### config.mk
export PLATFORM = sky130hd
export DESIGN_NAME = sat_seq_flat
export DESIGN_NICKNAME = d
export VERILOG_FILES = /design/src/design/sat_pkg.sv /design/src/design/sat_if.sv /design/src/design/sat_seq.sv /design/src/flat_wrapper.sv
export SDC_FILE = /design/constraint.sdc
export NUM_CORES = 1
export LEC_CHECK = 0
export ABC_AREA = 1
export BUFFER_PORTS_ARGS = -buffer_cell sky130_fd_sc_hd__clkbuf_2
export CAP_MARGIN = 20
export CORE_MARGIN = 2
export CORE_UTILIZATION = 44
export DETAILED_ROUTE_END_ITERATION = 12
export PLACE_DENSITY = 0.72
export REMOVE_ABC_BUFFERS = 1
export SLEW_MARGIN = 20
export SYNTH_ARGS = -nofsm -noshare
export SYNTH_HDL_FRONTEND = slang
export SYNTH_SLANG_ARGS = --single-unit
### constraint.sdc
create_clock -name clk -period 8.1 [get_ports clk]
set_input_delay 0.405 -clock clk [delete_from_list [all_inputs] [get_ports clk]]
set_output_delay 0.405 -clock clk [all_outputs]
set_load 0.05 [all_outputs]
### src/design/sat_pkg.sv
// Package for the sorted address table: widths, operation and status codes,
// and the entry, request, response and memory port layouts. No dependencies.
package sat_pkg;

    localparam int unsigned ENTRIES    = 1024;
    localparam int unsigned IDX_W      = $clog2(ENTRIES);
    localparam int unsigned CNT_W      = IDX_W + 1;
    localparam int unsigned ADDR_W     = 64;
    localparam int unsigned SIZE_W     = 48;
    localparam int unsigned SLOT_W     = 10;

    localparam logic [1:0] OP_LOOKUP   = 2'd0;
    localparam logic [1:0] OP_ADD      = 2'd1;
    localparam logic [1:0] OP_REMOVE   = 2'd2;
    localparam logic [1:0] OP_RELOCATE = 2'd3;

    localparam logic [1:0] ST_OK       = 2'd0;
    localparam logic [1:0] ST_MISS     = 2'd1;
    localparam logic [1:0] ST_FULL     = 2'd2;

    typedef struct packed {
        logic [ADDR_W-1:0] addr;
        logic [SIZE_W-1:0] size;
        logic              direct;
    } entry_t;

    typedef struct packed {
        logic [1:0]        operation;
        logic [ADDR_W-1:0] address;
        logic [ADDR_W-1:0] entry_address;
        logic [SIZE_W-1:0] block_size;
        logic              direct_flag;
    } req_t;

    typedef struct packed {
        logic [1:0]        status;
        logic [SIZE_W-1:0] found_size;
        logic              found_direct;
        logic [SLOT_W-1:0] slot;
    } rsp_t;

    // Memory port bundle between sequencer and entry store
    typedef struct packed {
        logic             rd_en;
        logic [IDX_W-1:0] rd_idx;
        logic             wr_en;
        logic [IDX_W-1:0] wr_idx;
        entry_t           wr_data;
    } mem_ctl_t;

endpackage

### src/design/sat_if.sv
// Valid/ready channel interface carrying one word of type T.
// No dependencies; the payload type T is a parameter.
interface sat_if #(parameter type T = logic) (input logic clk);
    logic valid;
    logic ready;
    T     data;
    modport source (output valid, output data, input ready);
    modport sink   (input valid, input data, output ready);
endinterface

### src/design/sat_seq.sv
// Operation sequencer: binary search, shift-up insert and in-place updates
// over the entry store. Depends on sat_pkg and sat_if.
module sat_seq
(
    input  logic              clk,
    input  logic              rst_n,
    sat_if.sink               req,
    sat_if.source             rsp,
    output sat_pkg::mem_ctl_t ctl,
    input  sat_pkg::entry_t   rd_data
);

    localparam logic [3:0] S_IDLE   = 4'd0;
    localparam logic [3:0] S_SRCH   = 4'd1;
    localparam logic [3:0] S_SWAIT  = 4'd2;
    localparam logic [3:0] S_DECIDE = 4'd3;
    localparam logic [3:0] S_SHRD   = 4'd4;
    localparam logic [3:0] S_SHWR   = 4'd5;
    localparam logic [3:0] S_PLACE  = 4'd6;
    localparam logic [3:0] S_OUT    = 4'd7;
    localparam logic [3:0] S_T1     = 4'd8;

    localparam int unsigned CW = sat_pkg::CNT_W;
    localparam int unsigned IW = sat_pkg::IDX_W;
    localparam int unsigned ADDR_W_L = sat_pkg::ADDR_W;

    logic [3:0]  state_reg, state_next;
    logic [CW-1:0] count_reg, count_next;
    logic [CW-1:0] lo_reg, lo_next, hi_reg, hi_next;
    logic [CW-1:0] mid_reg, mid_next;
    logic [CW-1:0] sh_reg, sh_next;
    logic          hit_reg, hit_next;
    logic          phase_reg, phase_next;   // relocate: 0 source search, 1 target
    logic [IW-1:0] src_reg, src_next;
    sat_pkg::entry_t src_e_reg, src_e_next;
    sat_pkg::entry_t hit_e_reg, hit_e_next;
    sat_pkg::req_t   r_reg, r_next;
    sat_pkg::rsp_t   o_reg, o_next;
    logic            ov_reg, ov_next;

    logic [ADDR_W_L-1:0] key;
    logic [CW-1:0] mid_c;

    assign req.ready = (state_reg == S_IDLE) && !(ov_reg && !rsp.ready);
    assign rsp.valid = ov_reg;
    assign rsp.data  = o_reg;

    always_comb
    begin
        if (r_reg.operation == sat_pkg::OP_LOOKUP || r_reg.operation == sat_pkg::OP_ADD
            || phase_reg)
        begin
            key = r_reg.address;
        end
        else
        begin
            key = r_reg.entry_address;
        end
    end

    assign mid_c = lo_reg + ((hi_reg - lo_reg) >> 1);

    always_comb
    begin
        state_next = state_reg;
        count_next = count_reg;
        lo_next    = lo_reg;
        hi_next    = hi_reg;
        mid_next   = mid_reg;
        sh_next    = sh_reg;
        hit_next   = hit_reg;
        phase_next = phase_reg;
        src_next   = src_reg;
        src_e_next = src_e_reg;
        hit_e_next = hit_e_reg;
        r_next     = r_reg;
        o_next     = o_reg;
        ov_next    = ov_reg;
        ctl        = '0;

        if (ov_reg && rsp.ready)
        begin
            ov_next = 1'b0;
        end

        unique case (state_reg)
            S_IDLE:
            begin
                if (req.valid && req.ready)
                begin
                    r_next     = req.data;
                    phase_next = 1'b0;
                    lo_next    = '0;
                    hi_next    = count_reg;
                    hit_next   = 1'b0;
                    state_next = S_SRCH;
                end
            end
            S_SRCH:
            begin
                if (lo_reg < hi_reg)
                begin
                    mid_next   = mid_c;
                    ctl.rd_en  = 1'b1;
                    ctl.rd_idx = mid_c[IW-1:0];
                    state_next = S_SWAIT;
                end
                else
                begin
                    state_next = S_DECIDE;
                end
            end
            S_SWAIT:
            begin
                if (rd_data.addr == key)
                begin
                    hit_next   = 1'b1;
                    hit_e_next = rd_data;
                    lo_next    = mid_reg;
                    state_next = S_DECIDE;
                end
                else if (rd_data.addr > key)
                begin
                    hi_next    = mid_reg;
                    state_next = S_SRCH;
                end
                else
                begin
                    lo_next    = mid_reg + 1'b1;
                    state_next = S_SRCH;
                end
            end
            S_DECIDE:
            begin
                // lo_reg holds the match or the insertion point
                o_next     = '0;
                o_next.status = sat_pkg::ST_MISS;
                state_next = S_OUT;
                unique case (r_reg.operation)
                    sat_pkg::OP_LOOKUP:
                    begin
                        if (hit_reg && hit_e_reg.size != '0)
                        begin
                            o_next.status       = sat_pkg::ST_OK;
                            o_next.found_size   = hit_e_reg.size;
                            o_next.found_direct = hit_e_reg.direct;
                            o_next.slot         = lo_reg[sat_pkg::SLOT_W-1:0];
                        end
                    end
                    sat_pkg::OP_REMOVE:
                    begin
                        if (hit_reg && hit_e_reg.size != '0)
                        begin
                            ctl.wr_en   = 1'b1;
                            ctl.wr_idx  = lo_reg[IW-1:0];
                            ctl.wr_data = '{addr: hit_e_reg.addr, size: '0, direct: 1'b0};
                            o_next.status = sat_pkg::ST_OK;
                            o_next.slot   = lo_reg[sat_pkg::SLOT_W-1:0];
                        end
                    end
                    sat_pkg::OP_RELOCATE:
                    begin
                        if (!phase_reg)
                        begin
                            if (hit_reg && hit_e_reg.size != '0)
                            begin
                                src_next   = lo_reg[IW-1:0];
                                src_e_next = hit_e_reg;
                                phase_next = 1'b1;
                                lo_next    = '0;
                                hi_next    = count_reg;
                                hit_next   = 1'b0;
                                state_next = S_SRCH;
                            end
                        end
                        else if (!hit_reg && count_reg >= CW'(sat_pkg::ENTRIES))
                        begin
                            o_next.status = sat_pkg::ST_FULL;
                        end
                        else
                        begin
                            // clear the source, then place at the target
                            ctl.wr_en   = 1'b1;
                            ctl.wr_idx  = src_reg;
                            ctl.wr_data = '{addr: src_e_reg.addr, size: '0, direct: 1'b0};
                            r_next.block_size  = src_e_reg.size;
                            r_next.direct_flag = src_e_reg.direct;
                            state_next = S_T1;
                        end
                    end
                    default:
                    begin
                        if (!hit_reg && count_reg >= CW'(sat_pkg::ENTRIES))
                        begin
                            o_next.status = sat_pkg::ST_FULL;
                        end
                        else
                        begin
                            state_next = S_T1;
                        end
                    end
                endcase
            end
            S_T1:
            begin
                if (hit_reg)
                begin
                    state_next = S_PLACE;
                end
                else
                begin
                    sh_next    = count_reg;
                    state_next = S_SHRD;
                end
            end
            S_SHRD:
            begin
                if (sh_reg > lo_reg)
                begin
                    ctl.rd_en  = 1'b1;
                    ctl.rd_idx = IW'(sh_reg - 1'b1);
                    state_next = S_SHWR;
                end
                else
                begin
                    count_next = count_reg + 1'b1;
                    state_next = S_PLACE;
                end
            end
            S_SHWR:
            begin
                ctl.wr_en   = 1'b1;
                ctl.wr_idx  = sh_reg[IW-1:0];
                ctl.wr_data = rd_data;
                sh_next     = sh_reg - 1'b1;
                state_next  = S_SHRD;
            end
            S_PLACE:
            begin
                ctl.wr_en   = 1'b1;
                ctl.wr_idx  = lo_reg[IW-1:0];
                ctl.wr_data = '{addr: r_reg.address, size: r_reg.block_size,
                                direct: r_reg.direct_flag};
                o_next.status       = sat_pkg::ST_OK;
                o_next.found_size   = r_reg.block_size;
                o_next.found_direct = r_reg.direct_flag;
                o_next.slot         = lo_reg[sat_pkg::SLOT_W-1:0];
                state_next = S_OUT;
            end
            S_OUT:
            begin
                if (!ov_reg || rsp.ready)
                begin
                    ov_next    = 1'b1;
                    state_next = S_IDLE;
                end
            end
            default:
            begin
                state_next = S_IDLE;
            end
        endcase
    end

    always_ff @(posedge clk or negedge rst_n)
    begin
        if (!rst_n)
        begin
            state_reg <= S_IDLE;
            count_reg <= '0;
            ov_reg    <= 1'b0;
        end
        else
        begin
            state_reg <= state_next;
            count_reg <= count_next;
            ov_reg    <= ov_next;
        end
    end

    always_ff @(posedge clk)
    begin
        lo_reg    <= lo_next;
        hi_reg    <= hi_next;
        mid_reg   <= mid_next;
        sh_reg    <= sh_next;
        hit_reg   <= hit_next;
        phase_reg <= phase_next;
        src_reg   <= src_next;
        src_e_reg <= src_e_next;
        hit_e_reg <= hit_e_next;
        r_reg     <= r_next;
        o_reg     <= o_next;
    end

endmodule

### src/flat_wrapper.sv
// flat-port wrapper written by rule: the top's interface ports become plain ports
module sat_seq_flat 
  (clk, rst_n, ctl, rd_data, req_valid, req_data, req_ready, rsp_valid, rsp_data, rsp_ready);
  sat_if req_i (.clk(clk));
  sat_if rsp_i (.clk(clk));
  input  logic clk;
  input  logic rst_n;
  output sat_pkg::mem_ctl_t ctl;
  input  sat_pkg::entry_t rd_data;
  input wire logic [$bits(req_i.valid)-1:0] req_valid;
  input wire logic [$bits(req_i.data)-1:0] req_data;
  output wire logic [$bits(req_i.ready)-1:0] req_ready;
  output wire logic [$bits(rsp_i.valid)-1:0] rsp_valid;
  output wire logic [$bits(rsp_i.data)-1:0] rsp_data;
  input wire logic [$bits(rsp_i.ready)-1:0] rsp_ready;
  assign req_i.valid = req_valid;
  assign req_i.data = req_data;
  assign req_ready = req_i.ready;
  assign rsp_valid = rsp_i.valid;
  assign rsp_data = rsp_i.data;
  assign rsp_i.ready = rsp_ready;
  sat_seq u_core (.clk(clk), .rst_n(rst_n), .req(req_i), .rsp(rsp_i), .ctl(ctl), .rd_data(rd_data));
endmodule
==> tab_implementation.tex, run 1 <==
\begin{tabular}{lr}
\hline
Metric & Value \\
\hline
\multicolumn{2}{l}{\textbf{Timing}} \\
\quad Unrepaired setup endpoints after global routing & no \\
\quad Transition time at the pin with the least slew margin & 1.03 ns \\
\quad Achievable Freq & 251 MHz \\
\quad Hold violation count in the final report & 0 \\
\quad Count of endpoints failing setup in the final report & 0 \\
\quad Fin Clk Skew & 0.0112 ns \\
\quad Final total negative setup slack & 0 ns \\
\quad Final cycle utilization of the critical path & 49.2\% \\
\quad Max Transition Viols Final & 0 \\
\quad Worst slew slack as a fraction of its limit & 31.0\% \\
\quad Worst Hold Slack & 0.247 ns \\
\quad Fin crit period & 3.98 ns \\
\multicolumn{2}{l}{\textbf{Clock tree}} \\
\quad Clock buffers created by TritonCTS & 9 \\
\quad CTS max path bufs & 2 \\
\quad Clock transition at the register clock pins on the worst setup and hold paths after CTS & 0.07 ns \\
\quad Number of buffers inserted to repair setup after CTS & 0 \\
\quad Root buffer cell & sky130\_fd\_sc\_hd\_\_clkbuf\_16 \\
\quad Insertion delay of the later-clocked pin in the worst-skew pair & 0.34 ns \\
\quad TritonCTS sink count & 110 \\
\quad Post-CTS Hold Fix Bufs & 1 \\
\quad \# resized after CTS & 0 \\
\quad H-tree levels & 3 \\
\quad CTS tree & yes \\
\multicolumn{2}{l}{\textbf{Critical path}} \\
\quad Kind of cell with the highest combined delay on the critical path & adder cells \\
\quad R2r setup slk & 4.87 ns \\
\quad R2r worst-path depth & 16 \\
\quad CP required & 7.70 ns \\
\quad Slowest CP cell & sky130\_fd\_sc\_hd\_\_fa\_1 \\
\quad Reg-to-reg critical path startpoint & u\_core.lo\_reg[2] \\
\quad Ordered list of cells on the worst path & ha\_1, inv\_1, fa\_1, nand2\_1, nand2\_1, a21oi\_1, o21ai\_0, xor2\_1, ha\_1, inv\_1, o21bai\_1, a21oi\_1, nand2\_1, nand2\_1, nand2\_1, o22ai\_1, clkbuf\_2 \\
\quad Crit path buffers/inverters & 3 \\
\quad Largest stage delay on the critical path & 0.48 ns \\
\quad Kind of launch point of the worst setup path & register \\
\quad CP Max Fanout & 5 \\
\quad Worst Path Class, Setup & register to primary output \\
\quad Critical path's most frequent cell & sky130\_fd\_sc\_hd\_\_nand2\_1 \\
\quad Worst Path Arrival & 3.58 ns \\
\quad Type of destination of the critical path & primary output \\
\quad Reg2reg end & u\_core.mid\_reg[10] \\
\multicolumn{2}{l}{\textbf{Yosys}} \\
\quad Post-synthesis average cell area & 7.76 um2 \\
\quad Library cells used by synthesis & 35 \\
\quad Number of warnings issued by yosys & 0 \\
\quad Number of synthesized register bits & 110 \\
\quad Mapped Cells & 937 \\
\quad Mapped cell area & 0.00727 mm2 \\
\quad Share of the yosys chip area belonging to registers & 44.4\% \\
\multicolumn{2}{l}{\textbf{Finish}} \\
\quad Commonest cells after routing, fill and taps aside & sky130\_fd\_sc\_hd\_\_clkbuf\_2, sky130\_fd\_sc\_hd\_\_inv\_1, sky130\_fd\_sc\_hd\_\_nor2\_1 \\
\quad Fillcell total & 1577 \\
\quad Leading cell type in the layout, fill and taps excluded & sky130\_fd\_sc\_hd\_\_clkbuf\_2 \\
\quad Flip-flop count of the largest register after layout & 48 \\
\quad ANT cells & 0 \\
\quad Number of nets in the finished design & 1336 \\
\quad Area of combinational cells with multiple inputs & 0.00315 mm2 \\
\quad Area added between synthesis and finish & 23.5\% \\
\quad Share of final-layout standard cells stronger than drive strength 1 & 24.8\% \\
\quad Storage element area & 0.00323 mm2 \\
\multicolumn{2}{l}{\textbf{GRT}} \\
\quad Maximum number of pins on one net before global-route repair & 72 \\
\quad Number of global-route vias before repair & 6463 \\
\quad Wire length of the first global-routing pass & 33.3 mm \\
\quad Tot GR Track Use & 24.3\% \\
\quad Initial antenna violation count & 0 \\
\quad Remaining global-route overflow & 0 \\
\multicolumn{2}{l}{\textbf{Hold path}} \\
\quad Hold Crit Start & req\_data \\
\quad Hold EP & u\_core.r\_reg[0] \\
\quad Cell depth of the worst hold path & 1 \\
\quad Worst hold path class & input pin to register \\
\multicolumn{2}{l}{\textbf{Detailed routing}} \\
\quad Routed vias/inst & 4.88 \\
\quad Number of DRC markers after the initial detailed-route iteration & 585 \\
\quad Drt pass-1 iters & 5 \\
\quad Detailed-route wire length & 21.3 mm \\
\quad Vias & 6862 \\
\quad Remaining antenna violation count after routing & 0 \\
\quad Drt drc & 0 \\
\quad Average wire per cell in the routed design & 15.2 um \\
\multicolumn{2}{l}{\textbf{Floorplanning}} \\
\quad IO Count & 256 \\
\quad Placement Rows & 47 \\
\quad Effective utilization at floorplan & 44.5\% \\
\quad Floorplan core area & 0.0163 mm2 \\
\quad Area of the die & 0.0176 mm2 \\
\quad Height of the die & 133 um \\
\quad Floorplan die width & 133 um \\
\multicolumn{2}{l}{\textbf{Placed design}} \\
\quad Count of buffers from port buffering & 255 \\
\quad Routability Congestion & 0.940 \\
\quad Detailed placement HPWL & 17.7 mm \\
\multicolumn{2}{l}{\textbf{Run status}} \\
\quad Status & completed \\
\multicolumn{2}{l}{\textbf{Pwr}} \\
\quad Overall power consumption & 0.00414 W \\
\quad Peak supply drop & 0.380 mV \\
\quad Cell leakage power & 4.72 nW \\
\quad Pwr Density & 461 mW/mm2 \\
\multicolumn{2}{l}{\textbf{Run}} \\
\quad Max-cap violation count & 0 \\
\hline
\end{tabular}
-- worst max path at each step --
stage | cells after the start | start | to | slack [ns]
after global placement | 17 | u_core.lo_reg[1] | ctl[133] | 4.60
final | 17 | u_core.lo_reg[0] | ctl[132] | 4.12
after CTS | 17 | u_core.lo_reg[0] | ctl[132] | 4.13
after floorplan | 16 | u_core.lo_reg[0] | ctl[132] | 4.45
after global routing | 20 | u_core.lo_reg[1] | ctl[133] | 3.83
after detailed placement | 17 | u_core.lo_reg[0] | ctl[132] | 4.50
-- cells in the mapped netlist --
library cell	number	share of area, %
sky130_fd_sc_hd__a21o_1	2	0.21
sky130_fd_sc_hd__a21oi_1	28	1.9
sky130_fd_sc_hd__a22o_1	1	0.12
sky130_fd_sc_hd__and2_1	1	0.086
sky130_fd_sc_hd__buf_12	1	0.28
sky130_fd_sc_hd__buf_2	22	1.5
sky130_fd_sc_hd__clkbuf_1	2	0.10
sky130_fd_sc_hd__dfrtp_1	15	5.2
sky130_fd_sc_hd__edfxtp_1	95	39
sky130_fd_sc_hd__fa_1	2	0.55
sky130_fd_sc_hd__ha_1	35	6.0
sky130_fd_sc_hd__inv_1	195	10
sky130_fd_sc_hd__inv_2	7	0.36
sky130_fd_sc_hd__inv_4	1	0.086
sky130_fd_sc_hd__mux2i_1	1	0.14
sky130_fd_sc_hd__nand2_1	168	8.7
sky130_fd_sc_hd__nand2_2	1	0.086
sky130_fd_sc_hd__nand3_1	38	2.6
sky130_fd_sc_hd__nand3_2	1	0.14
sky130_fd_sc_hd__nand3b_1	1	0.10
sky130_fd_sc_hd__nand4_1	26	2.2
sky130_fd_sc_hd__nor2_1	172	8.9
sky130_fd_sc_hd__nor2_4	1	0.15
sky130_fd_sc_hd__nor3_1	11	0.76
sky130_fd_sc_hd__nor3_2	4	0.55
sky130_fd_sc_hd__nor4_1	6	0.52
sky130_fd_sc_hd__o21a_1	1	0.10
sky130_fd_sc_hd__o21ai_0	26	1.8
sky130_fd_sc_hd__o21ai_1	15	1.0
sky130_fd_sc_hd__o21ai_2	7	0.84
sky130_fd_sc_hd__o21bai_1	1	0.10
sky130_fd_sc_hd__o22ai_1	11	0.95
sky130_fd_sc_hd__or2_0	1	0.086
sky130_fd_sc_hd__xnor2_1	9	1.1
sky130_fd_sc_hd__xor2_1	29	3.5
-- where the power goes --
group | switching (W) | internal, W | leakage, nW
registers | 0.000119 | 0.000851 | 1.08
clock network | 0.000194 | 0.000207 | 0.124
logic | 0.00201 | 0.000757 | 3.52
total | 0.00232 | 0.00182 | 4.72
-- through the flow --
step	cells	setup WS, ns	cell area (um2)	utilization, %
floorplan	912	4.45	7140	-
global placement	1389	4.60	8710	53.3
detailed placement	1389	4.50	8710	53.3
CTS	1406	4.13	8980	54.9
global route	1406	3.83	8980	55.0
finish	1406	4.12	8980	55.0
-- routing by layer --
| metal | up-vias | global-route usage [%] | share of wire [%] |
|---|---|---|---|
| met5 | - | 0 | 0 |
| met4 | 0 | 6.75 | 2.0 |
| met3 | 31 | 3.68 | 6.6 |
| met2 | 292 | 44.6 | 51 |
| met1 | 3079 | 29.5 | 40 |
| li1 | 3460 | - | - |
-- worst register-to-register path, cell delays in order, from the launching register on --
cell                       delay (ns)
sky130_fd_sc_hd__edfxtp_1        0.39
sky130_fd_sc_hd__inv_1           0.15
sky130_fd_sc_hd__ha_1            0.30
sky130_fd_sc_hd__a21oi_1         0.14
sky130_fd_sc_hd__nand2_1         0.13
sky130_fd_sc_hd__a21oi_1         0.23
sky130_fd_sc_hd__o21ai_0         0.20
sky130_fd_sc_hd__nand2_1         0.13
sky130_fd_sc_hd__nand2_1         0.05
sky130_fd_sc_hd__nand2_1         0.05
sky130_fd_sc_hd__nand2_1         0.06
sky130_fd_sc_hd__ha_1            0.35
sky130_fd_sc_hd__inv_1           0.09
sky130_fd_sc_hd__nor3_1          0.23
sky130_fd_sc_hd__o21ai_0         0.14
sky130_fd_sc_hd__nand4_1         0.15
sky130_fd_sc_hd__xor2_1          0.26
-- cell type report --
cell class | count | area share, %
multi-input cells | 599 | 35.0
repair buffers | 258 | 14.5
inverters | 203 | 8.54
well taps | 220 | 3.06
flip-flops and latches | 110 | 35.9
clock inverters | 6 | 0.404
clock buffers | 10 | 2.55
-- cells by family after synthesis --
logic type	count (synthesis)	synth area share [%]
AND/OR/NAND/NOR	431	24.9
buffers and inverters	228	12.4
flip-flops	110	44.4
AO/OA/AOI/OAI	92	7.07
XOR/XNOR	38	4.58
adder cells (fa/ha/maj)	37	6.57
multiplexers	1	0.138
No activity file was read; power rests on OpenSTA's default activity.
==> run 2: changes to the inputs <==
--- a/config.mk
+++ b/config.mk
@@ -11,7 +11,7 @@
 export CORE_MARGIN = 2
 export CORE_UTILIZATION = 44
 export DETAILED_ROUTE_END_ITERATION = 12
-export PLACE_DENSITY = 0.72
+export PLACE_DENSITY = 0.75
 export REMOVE_ABC_BUFFERS = 1
 export SLEW_MARGIN = 20
 export SYNTH_ARGS = -nofsm -noshare
==> constraint.sdc (replaced) <==
create_clock -name clk -period 3.3 [get_ports clk]
set_input_delay 0.165 -clock clk [delete_from_list [all_inputs] [get_ports clk]]
set_output_delay 0.165 -clock clk [all_outputs]
set_load 0.05 [all_outputs]
==> tab_implementation.tex, run 2 (synthesis results as in run 1) <==
\begin{tabular}{lr}
\hline
Metric & Value \\
\hline
\multicolumn{2}{l}{\textbf{Detailed routing}} \\
\quad Routed vias/inst & 4.95 (+1.3\%) \\
\quad Remaining antenna violation count after routing & 0 (unchanged) \\
\quad Number of DRC markers after the initial detailed-route iteration & 515 (-12\%) \\
\quad Vias & 7245 (+5.6\%) \\
\quad Drt pass-1 iters & 5 (unchanged) \\
\quad Drt drc & 0 (unchanged) \\
\quad Detailed-route wire length & 22.8 mm (+7.1\%) \\
\quad Average wire per cell in the routed design & 15.6 um (+2.8\%) \\
\multicolumn{2}{l}{\textbf{GRT}} \\
\quad Remaining global-route overflow & 0 (unchanged) \\
\quad Maximum number of pins on one net before global-route repair & 83 (+15\%) \\
\quad Initial antenna violation count & 0 (unchanged) \\
\quad Tot GR Track Use & 25.5\% (+1.2 points) \\
\quad Wire length of the first global-routing pass & 34.9 mm (+4.8\%) \\
\quad Number of global-route vias before repair & 6805 (+5.3\%) \\
\multicolumn{2}{l}{\textbf{Clock tree}} \\
\quad Root buffer cell & sky130\_fd\_sc\_hd\_\_clkbuf\_16 \\
\quad Clock buffers created by TritonCTS & 9 (unchanged) \\
\quad H-tree levels & 3 (unchanged) \\
\quad Insertion delay of the later-clocked pin in the worst-skew pair & 0.36 ns (+0.02 ns) \\
\quad CTS tree & yes \\
\quad TritonCTS sink count & 110 (unchanged) \\
\quad CTS max path bufs & 2 (unchanged) \\
\quad Clock transition at the register clock pins on the worst setup and hold paths after CTS & 0.09 ns (+0.02 ns) \\
\multicolumn{2}{l}{\textbf{Timing}} \\
\quad Unrepaired setup endpoints after global routing & yes \\
\quad Final cycle utilization of the critical path & 102\% \\
\quad Fin crit period & 3.35 ns \\
\quad Achievable Freq & 298 MHz \\
\quad Fin Clk Skew & 0.0124 ns (+0.00127 ns) \\
\quad Worst Hold Slack & 0.00394 ns (-0.243 ns) \\
\quad Count of endpoints failing setup in the final report & 2 (+2) \\
\quad Transition time at the pin with the least slew margin & 0.860 ns (-0.174 ns) \\
\quad Final worst setup slack & -0.0536 ns (-4.17 ns) \\
\quad Worst slew slack as a fraction of its limit & 42.5\% (+12 points) \\
\quad Hold violation count in the final report & 0 (unchanged) \\
\quad Max Transition Viols Final & 0 (unchanged) \\
\multicolumn{2}{l}{\textbf{Placed design}} \\
\quad Dpl cells & 1398 (+0.65\%) \\
\quad Instance area at placement & 0.00879 mm2 (+0.92\%) \\
\quad Count of buffers from port buffering & 255 (unchanged) \\
\quad Routability Congestion & 0.918 (-2.4\%) \\
\quad Detailed placement HPWL & 17.8 mm (+0.68\%) \\
\multicolumn{2}{l}{\textbf{Floorplanning}} \\
\quad Floorplan core area & 0.0163 mm2 (unchanged) \\
\quad Floorplan die width & 133 um (unchanged) \\
\quad IO Count & 256 (unchanged) \\
\quad Effective utilization at floorplan & 44.5\% (unchanged) \\
\quad Height of the die & 133 um (unchanged) \\
\quad Placement Rows & 47 (unchanged) \\
\quad Area of the die & 0.0176 mm2 (unchanged) \\
\multicolumn{2}{l}{\textbf{Critical path}} \\
\quad Worst Path Arrival & 3.19 ns (-0.39 ns) \\
\quad Worst Path Class, Setup & register to primary output \\
\quad CP Max Fanout & 4 (-1) \\
\quad Reg-to-reg critical path startpoint & u\_core.hi\_reg[0] \\
\quad Type of destination of the critical path & primary output \\
\quad Slowest CP cell & sky130\_fd\_sc\_hd\_\_fa\_2 \\
\quad Startpoint of the most critical setup path & u\_core.hi\_reg[0] \\
\quad CP required & 3.13 ns (-4.57 ns) \\
\quad Ordered list of cells on the worst path & inv\_1, ha\_2, inv\_2, fa\_2, nand2\_2, nand2\_4, a21oi\_4, o21ai\_2, xor2\_1, ha\_1, inv\_2, o21bai\_4, a21oi\_2, nand2\_1, nand2\_1, nand2\_2, o22ai\_2, buf\_8 \\
\quad Kind of launch point of the worst setup path & register \\
\quad Largest stage delay on the critical path & 0.42 ns (-0.06 ns) \\
\multicolumn{2}{l}{\textbf{Finish}} \\
\quad ANT cells & 0 (unchanged) \\
\quad Commonest cells after routing, fill and taps aside & sky130\_fd\_sc\_hd\_\_clkbuf\_2, sky130\_fd\_sc\_hd\_\_inv\_1, sky130\_fd\_sc\_hd\_\_nor2\_1 \\
\quad Final instance area & 0.00988 mm2 (+9.9\%) \\
\quad Fillcell total & 1440 (-8.7\%) \\
\quad Share of final-layout standard cells stronger than drive strength 1 & 30.6\% (+5.8 points) \\
\quad Area added between synthesis and finish & 35.8\% \\
\quad Area of combinational cells with multiple inputs & 0.00339 mm2 (+7.8\%) \\
\quad Storage element area & 0.00323 mm2 (unchanged) \\
\quad Final Instance Count excl. Fillers & 1465 (+4.2\%) \\
\quad Flip-flop count of the largest register after layout & 48 (unchanged) \\
\quad Number of nets in the finished design & 1395 (+4.4\%) \\
\quad Leading cell type in the layout, fill and taps excluded & sky130\_fd\_sc\_hd\_\_clkbuf\_2 \\
\multicolumn{2}{l}{\textbf{Pwr}} \\
\quad Cell leakage power & 5.06 nW (+7.3\%) \\
\quad Pwr Density & 1240 mW/mm2 (+170\%) \\
\quad Register share of total power & 19.5\% (-3.9 points) \\
\quad P\_int & 0.00571 W (+210\%) \\
\quad Peak supply drop & 1.09 mV (+190\%) \\
\quad Gate power share & 71.3\% (+4.4 points) \\
\quad Switching part of the total & 53.3\% (-2.9 points) \\
\quad Clock share of power & 9.2\% (-0.5 points) \\
\quad NetSw & 0.00651 W (+180\%) \\
\multicolumn{2}{l}{\textbf{Run status}} \\
\quad Failing checks & setup timing \\
\quad Status & finished with violations \\
\multicolumn{2}{l}{\textbf{Hold path}} \\
\quad Worst hold path class & input pin to register \\
\quad Hold Crit Start & rd\_data[27] \\
\multicolumn{2}{l}{\textbf{Run}} \\
\quad Max-cap violation count & 0 (unchanged) \\
\hline
\end{tabular}
run 2: changes by cell type in the layout (fill, tap and decap cells not counted), sizes merged:
| cell | before | now |
|---|---|---|
| clkbuf | 265 | 257 |
| clkinv | 3 | 2 |
| clkinvlp | 2 | 0 |
| dlygate4sd3 | 1 | 33 |
| inv | 204 | 208 |
| buf | 2 | 36 |
run 2: power groups by stage:
stage / Combinational (W) / Clock (W) / Sequential (W)
floorplan: 0.00492 / 0 / 0.00234
global placement: 0.00674 / 0 / 0.00238
detailed placement: 0.00672 / 0 / 0.00239
CTS: 0.00742 / 0.00113 / 0.00237
global route: 0.00938 / 0.00118 / 0.00242
finish: 0.00872 / 0.00112 / 0.00239
run 2: through the flow:
stage	TNS [ns]	total power, W	setup WS [ns]	util [%]
global placement	0	0.00912	0.0722	53.7
finish	-0.0552	0.0122	-0.0536	60.4
CTS	0	0.0109	0.00323	58.6
global route	-0.825	0.0130	-0.226	60.4
floorplan	-0.805	0.00726	-0.111	-
detailed placement	0	0.00912	0.0132	53.7
run 2: final timing paths:
path,slack [ns],depth (start not counted),end
max,-0.05,18,ctl[132]
min,0.004,1,u_core.hit_e_reg[27]
max reg2reg,0.35,17,u_core.mid_reg[8]
min reg2reg,0.59,2,u_core.count_reg[2]
max in group asynchronous,2.75,2,u_core.count_reg[3]
min in group asynchronous,0.27,2,u_core.count_reg[0]
run 2: cell type report:
cell class	instances	area share [%]
Clock buffer	9	2.28
Inverter	203	7.77
Multi-Input combinational cell	599	34.3
Tap cell	220	2.79
Clock inverter	7	0.836
Sequential cell	110	32.7
Timing Repair Buffer	317	19.3
run 2: timing repair:
item                       in CTS  in global routing
hold endpoints to repair       44                  3
hold buffers                   30                  3
gates resized for setup        35                 59
buffers inserted                9                  9
setup endpoints to repair       7                  8
pin swaps                      12                 26
run 2: worst max-delay path, delay by kind of cell, from the launching register on:
family / cells / cell delay (ns)
flops: 1 / 0.36
fa+ha+maj: 3 / 0.97
buf+inv: 4 / 0.43
simple gates: 5 / 0.37
compound gates: 5 / 0.57
xor+xnor: 1 / 0.15
run 2: per-layer routing:
| metal | routed length, um | vias to the layer above | track usage [%] |
|---|---|---|---|
| met4 | 717 | 0 | 9.98 |
| met1 | 8680 | 3292 | 31.0 |
| met5 | 0 | - | 0 |
| met2 | 11700 | 324 | 45.7 |
| met3 | 1690 | 44 | 3.37 |
| li1 | - | 3585 | - |
==> run 3: changes to the inputs <==
--- a/config.mk
+++ b/config.mk
@@ -11,8 +11,10 @@
 export CORE_MARGIN = 2
 export CORE_UTILIZATION = 44
 export DETAILED_ROUTE_END_ITERATION = 12
+export GPL_TIMING_DRIVEN = 0
 export PLACE_DENSITY = 0.75
 export REMOVE_ABC_BUFFERS = 1
+export SKIP_CTS_REPAIR_TIMING = 1
 export SLEW_MARGIN = 20
 export SYNTH_ARGS = -nofsm -noshare
 export SYNTH_HDL_FRONTEND = slang
==> tab_implementation.tex, run 3 (synthesis results as in run 1) <==
\begin{tabular}{lr}
\hline
Metric & Value \\
\hline
\multicolumn{2}{l}{\textbf{Critical path}} \\
\quad Kind of cell with the highest combined delay on the critical path & adder cells \\
\quad Kind of launch point of the worst setup path & register \\
\quad Slowest CP cell & sky130\_fd\_sc\_hd\_\_edfxtp\_1 \\
\quad CP required & 3.13 ns (about the same) \\
\quad Type of destination of the critical path & primary output \\
\quad Ordered list of cells on the worst path & inv\_1, ha\_1, inv\_2, fa\_2, nand2\_1, nand2\_2, a21oi\_4, o21ai\_2, xor2\_1, ha\_1, inv\_2, o21bai\_2, a21oi\_2, nand2\_1, nand2\_1, nand2\_2, o22ai\_2, buf\_6 \\
\quad CP Max Fanout & 4 (unchanged) \\
\quad Worst Path Arrival & 3.19 ns (about the same) \\
\quad Crit path buffers/inverters & 4 (unchanged) \\
\quad Largest stage delay on the critical path & 0.37 ns (-0.05 ns) \\
\quad Critical path's most frequent cell & sky130\_fd\_sc\_hd\_\_nand2\_1 \\
\quad Worst Path Class, Setup & register to primary output \\
\multicolumn{2}{l}{\textbf{Clock tree}} \\
\quad TritonCTS sink count & 110 (unchanged) \\
\quad CTS max path bufs & 2 (unchanged) \\
\quad Root buffer cell & sky130\_fd\_sc\_hd\_\_clkbuf\_16 \\
\quad H-tree levels & 3 (unchanged) \\
\quad Insertion delay of the later-clocked pin in the worst-skew pair & 0.35 ns (about the same) \\
\quad Clock buffers created by TritonCTS & 9 (unchanged) \\
\quad CTS tree & yes \\
\quad Clock transition at the register clock pins on the worst setup and hold paths after CTS & 0.08 ns (about the same) \\
\multicolumn{2}{l}{\textbf{GRT}} \\
\quad Initial antenna violation count & 2 (+2) \\
\quad Global routing's busiest layer & met2 \\
\quad Maximum number of pins on one net before global-route repair & 113 (+36\%) \\
\quad Met2 track utilization from global routing & 44.8\% (-0.89 points) \\
\quad Wire length of the first global-routing pass & 32.8 mm (-6.0\%) \\
\quad Global Route met3 Usage & 2.72\% (-0.65 points) \\
\quad Grt met1 use & 28.8\% (-2.2 points) \\
\quad Number of global-route vias before repair & 6402 (-5.9\%) \\
\quad Tot GR Track Use & 24.0\% (-1.5 points) \\
\quad Remaining global-route overflow & 0 (unchanged) \\
\multicolumn{2}{l}{\textbf{Timing}} \\
\quad Fin crit period & 3.35 ns (-0.000498 ns) \\
\quad Worst slew slack as a fraction of its limit & 33.8\% (-8.7 points) \\
\quad Final worst setup slack & -0.0531 ns (+0.000498 ns) \\
\quad Count of endpoints failing setup in the final report & 2 (unchanged) \\
\quad Final cycle utilization of the critical path & 102\% (about the same) \\
\quad Hold violation count in the final report & 0 (unchanged) \\
\quad Fin Clk Skew & 0.00993 ns (-0.00249 ns) \\
\quad Transition time at the pin with the least slew margin & 0.990 ns (+0.130 ns) \\
\quad Unrepaired setup endpoints after global routing & yes \\
\quad Max Transition Viols Final & 0 (unchanged) \\
\quad Worst Hold Slack & 0.00544 ns (+0.00150 ns) \\
\quad Achievable Freq & 298 MHz (about the same) \\
\multicolumn{2}{l}{\textbf{Run status}} \\
\quad Failing checks & setup timing \\
\quad Status & finished with violations \\
\multicolumn{2}{l}{\textbf{Detailed routing}} \\
\quad Vias & 7171 (-1.0\%) \\
\quad Drt drc & 0 (unchanged) \\
\quad Detailed-route wire length & 23.0 mm (+0.90\%) \\
\quad Routed vias/inst & 4.91 (-0.68\%) \\
\quad Drt pass-1 iters & 7 (+2) \\
\quad Number of DRC markers after the initial detailed-route iteration & 470 (-8.7\%) \\
\quad Average wire per cell in the routed design & 15.8 um (+1.2\%) \\
\quad Remaining antenna violation count after routing & 0 (unchanged) \\
\multicolumn{2}{l}{\textbf{Finish}} \\
\quad Number of nets in the finished design & 1388 (-0.50\%) \\
\quad Commonest cells after routing, fill and taps aside & sky130\_fd\_sc\_hd\_\_clkbuf\_2, sky130\_fd\_sc\_hd\_\_inv\_1, sky130\_fd\_sc\_hd\_\_nor2\_1 \\
\quad Flip-flop count of the largest register after layout & 48 (unchanged) \\
\quad Leading cell type in the layout, fill and taps excluded & sky130\_fd\_sc\_hd\_\_clkbuf\_2 \\
\quad Share of final-layout standard cells stronger than drive strength 1 & 29.5\% (-1.1 points) \\
\quad Final instance area & 0.00983 mm2 (-0.43\%) \\
\quad Area added between synthesis and finish & 35.2\% \\
\multicolumn{2}{l}{\textbf{Pwr}} \\
\quad Peak supply drop & 0.963 mV (-12\%) \\
\quad Cell leakage power & 5.02 nW (-0.80\%) \\
\quad Pwr Density & 1270 mW/mm2 (+2.4\%) \\
\multicolumn{2}{l}{\textbf{Placed design}} \\
\quad Instance area at placement & 0.00875 mm2 (-0.44\%) \\
\quad Detailed placement HPWL & 17.7 mm (-0.87\%) \\
\quad Count of buffers from port buffering & 255 (unchanged) \\
\quad Routability Congestion & 0.923 (+0.56\%) \\
\multicolumn{2}{l}{\textbf{Hold path}} \\
\quad Worst hold path class & input pin to register \\
\multicolumn{2}{l}{\textbf{Floorplanning}} \\
\quad Placement Rows & 47 (unchanged) \\
\quad Effective utilization at floorplan & 44.5\% (unchanged) \\
\quad Floorplan die width & 133 um (unchanged) \\
\quad Area of the die & 0.0176 mm2 (unchanged) \\
\quad Height of the die & 133 um (unchanged) \\
\quad IO Count & 256 (unchanged) \\
\quad Floorplan core area & 0.0163 mm2 (unchanged) \\
\multicolumn{2}{l}{\textbf{Run}} \\
\quad Max-cap violation count & 0 (unchanged) \\
\hline
\end{tabular}
==> run 3: cell types whose count changed in the layout (fill, tap and decap cells not counted), sizes merged <==
| cell | previous run | this run |
|---|---|---|
| inv | 208 | 207 |
| diode | 0 | 2 |
| buf | 36 | 29 |
| clkbuf | 257 | 258 |
==> run 3: cell type report <==
class,instances,area (um2)
Fill cell,1417,6520
Multi-Input combinational cell,599,3410
Sequential cell,110,3230
Timing Repair Buffer,310,1850
Inverter,203,772
Tap cell,220,275
Clock buffer,10,229
Clock inverter,6,62.6
Antenna cell,2,5.00
==> run 3: path summary, 6_finish.rpt <==
path                                      startpoint  depth (start not counted)  slack [ns]                    to
worst max-delay path                u_core.hi_reg[0]                         18       -0.05              ctl[132]
worst min-delay path                     rd_data[37]                          1       0.005  u_core.hit_e_reg[37]
worst max register to register      u_core.hi_reg[1]                         14        0.36     u_core.mid_reg[5]
worst min register to register  u_core.count_reg[10]                          2        0.58     u_core.sh_reg[10]
max in group asynchronous                      rst_n                          2        2.75   u_core.count_reg[7]
min in group asynchronous                      rst_n                          2        0.27   u_core.count_reg[3]
==> run 3: metrics by stage <==
stage                     util [%]  setup TNS (ns)  setup slack, ns  std cells  power, W
after floorplan                  -          -0.805           -0.111        912   0.00726
after global placement        53.1          -85.35           -0.910       1387   0.00908
after detailed placement      53.5          -0.824           -0.197       1389   0.00917
after CTS                     55.3           -3.02           -0.611       1405    0.0103
after global routing          60.1          -0.986           -0.221       1460    0.0132
final                         60.1         -0.0649          -0.0531       1460    0.0125
==> run 3: worst reg2reg max path: stages, from the launching register on <==
cell,delay [ns]
sky130_fd_sc_hd__edfxtp_1,0.46
sky130_fd_sc_hd__ha_1,0.35
sky130_fd_sc_hd__nand3_1,0.12
sky130_fd_sc_hd__nand2_2,0.11
sky130_fd_sc_hd__a21oi_4,0.19
sky130_fd_sc_hd__xnor2_1,0.20
sky130_fd_sc_hd__ha_4,0.29
sky130_fd_sc_hd__nand2_1,0.08
sky130_fd_sc_hd__nand2_1,0.08
sky130_fd_sc_hd__nor2_1,0.11
sky130_fd_sc_hd__nand2_1,0.12
sky130_fd_sc_hd__xor2_2,0.22
sky130_fd_sc_hd__buf_4,0.14
sky130_fd_sc_hd__buf_4,0.12
sky130_fd_sc_hd__buf_4,0.13
==> run 3: report_power, final <==
group | switching [W] | leakage, nW | internal [W] | total, W
clock | 0.000540 | 0.143 | 0.000535 | 0.00108
sequential | 0.000327 | 1.08 | 0.00209 | 0.00242
combinational | 0.00582 | 3.80 | 0.00315 | 0.00897
==> run 3: metal layers <==
| layer | part of all wire (%) | wire (um) | vias up |
|---|---|---|---|
| li1 | - | - | 3570 |
| met4 | 3.1 | 723 | 0 |
| met1 | 38 | 8860 | 3213 |
| met2 | 53 | 12100 | 342 |
| met5 | 0 | 0 | - |
| met3 | 5.7 | 1310 | 46 |
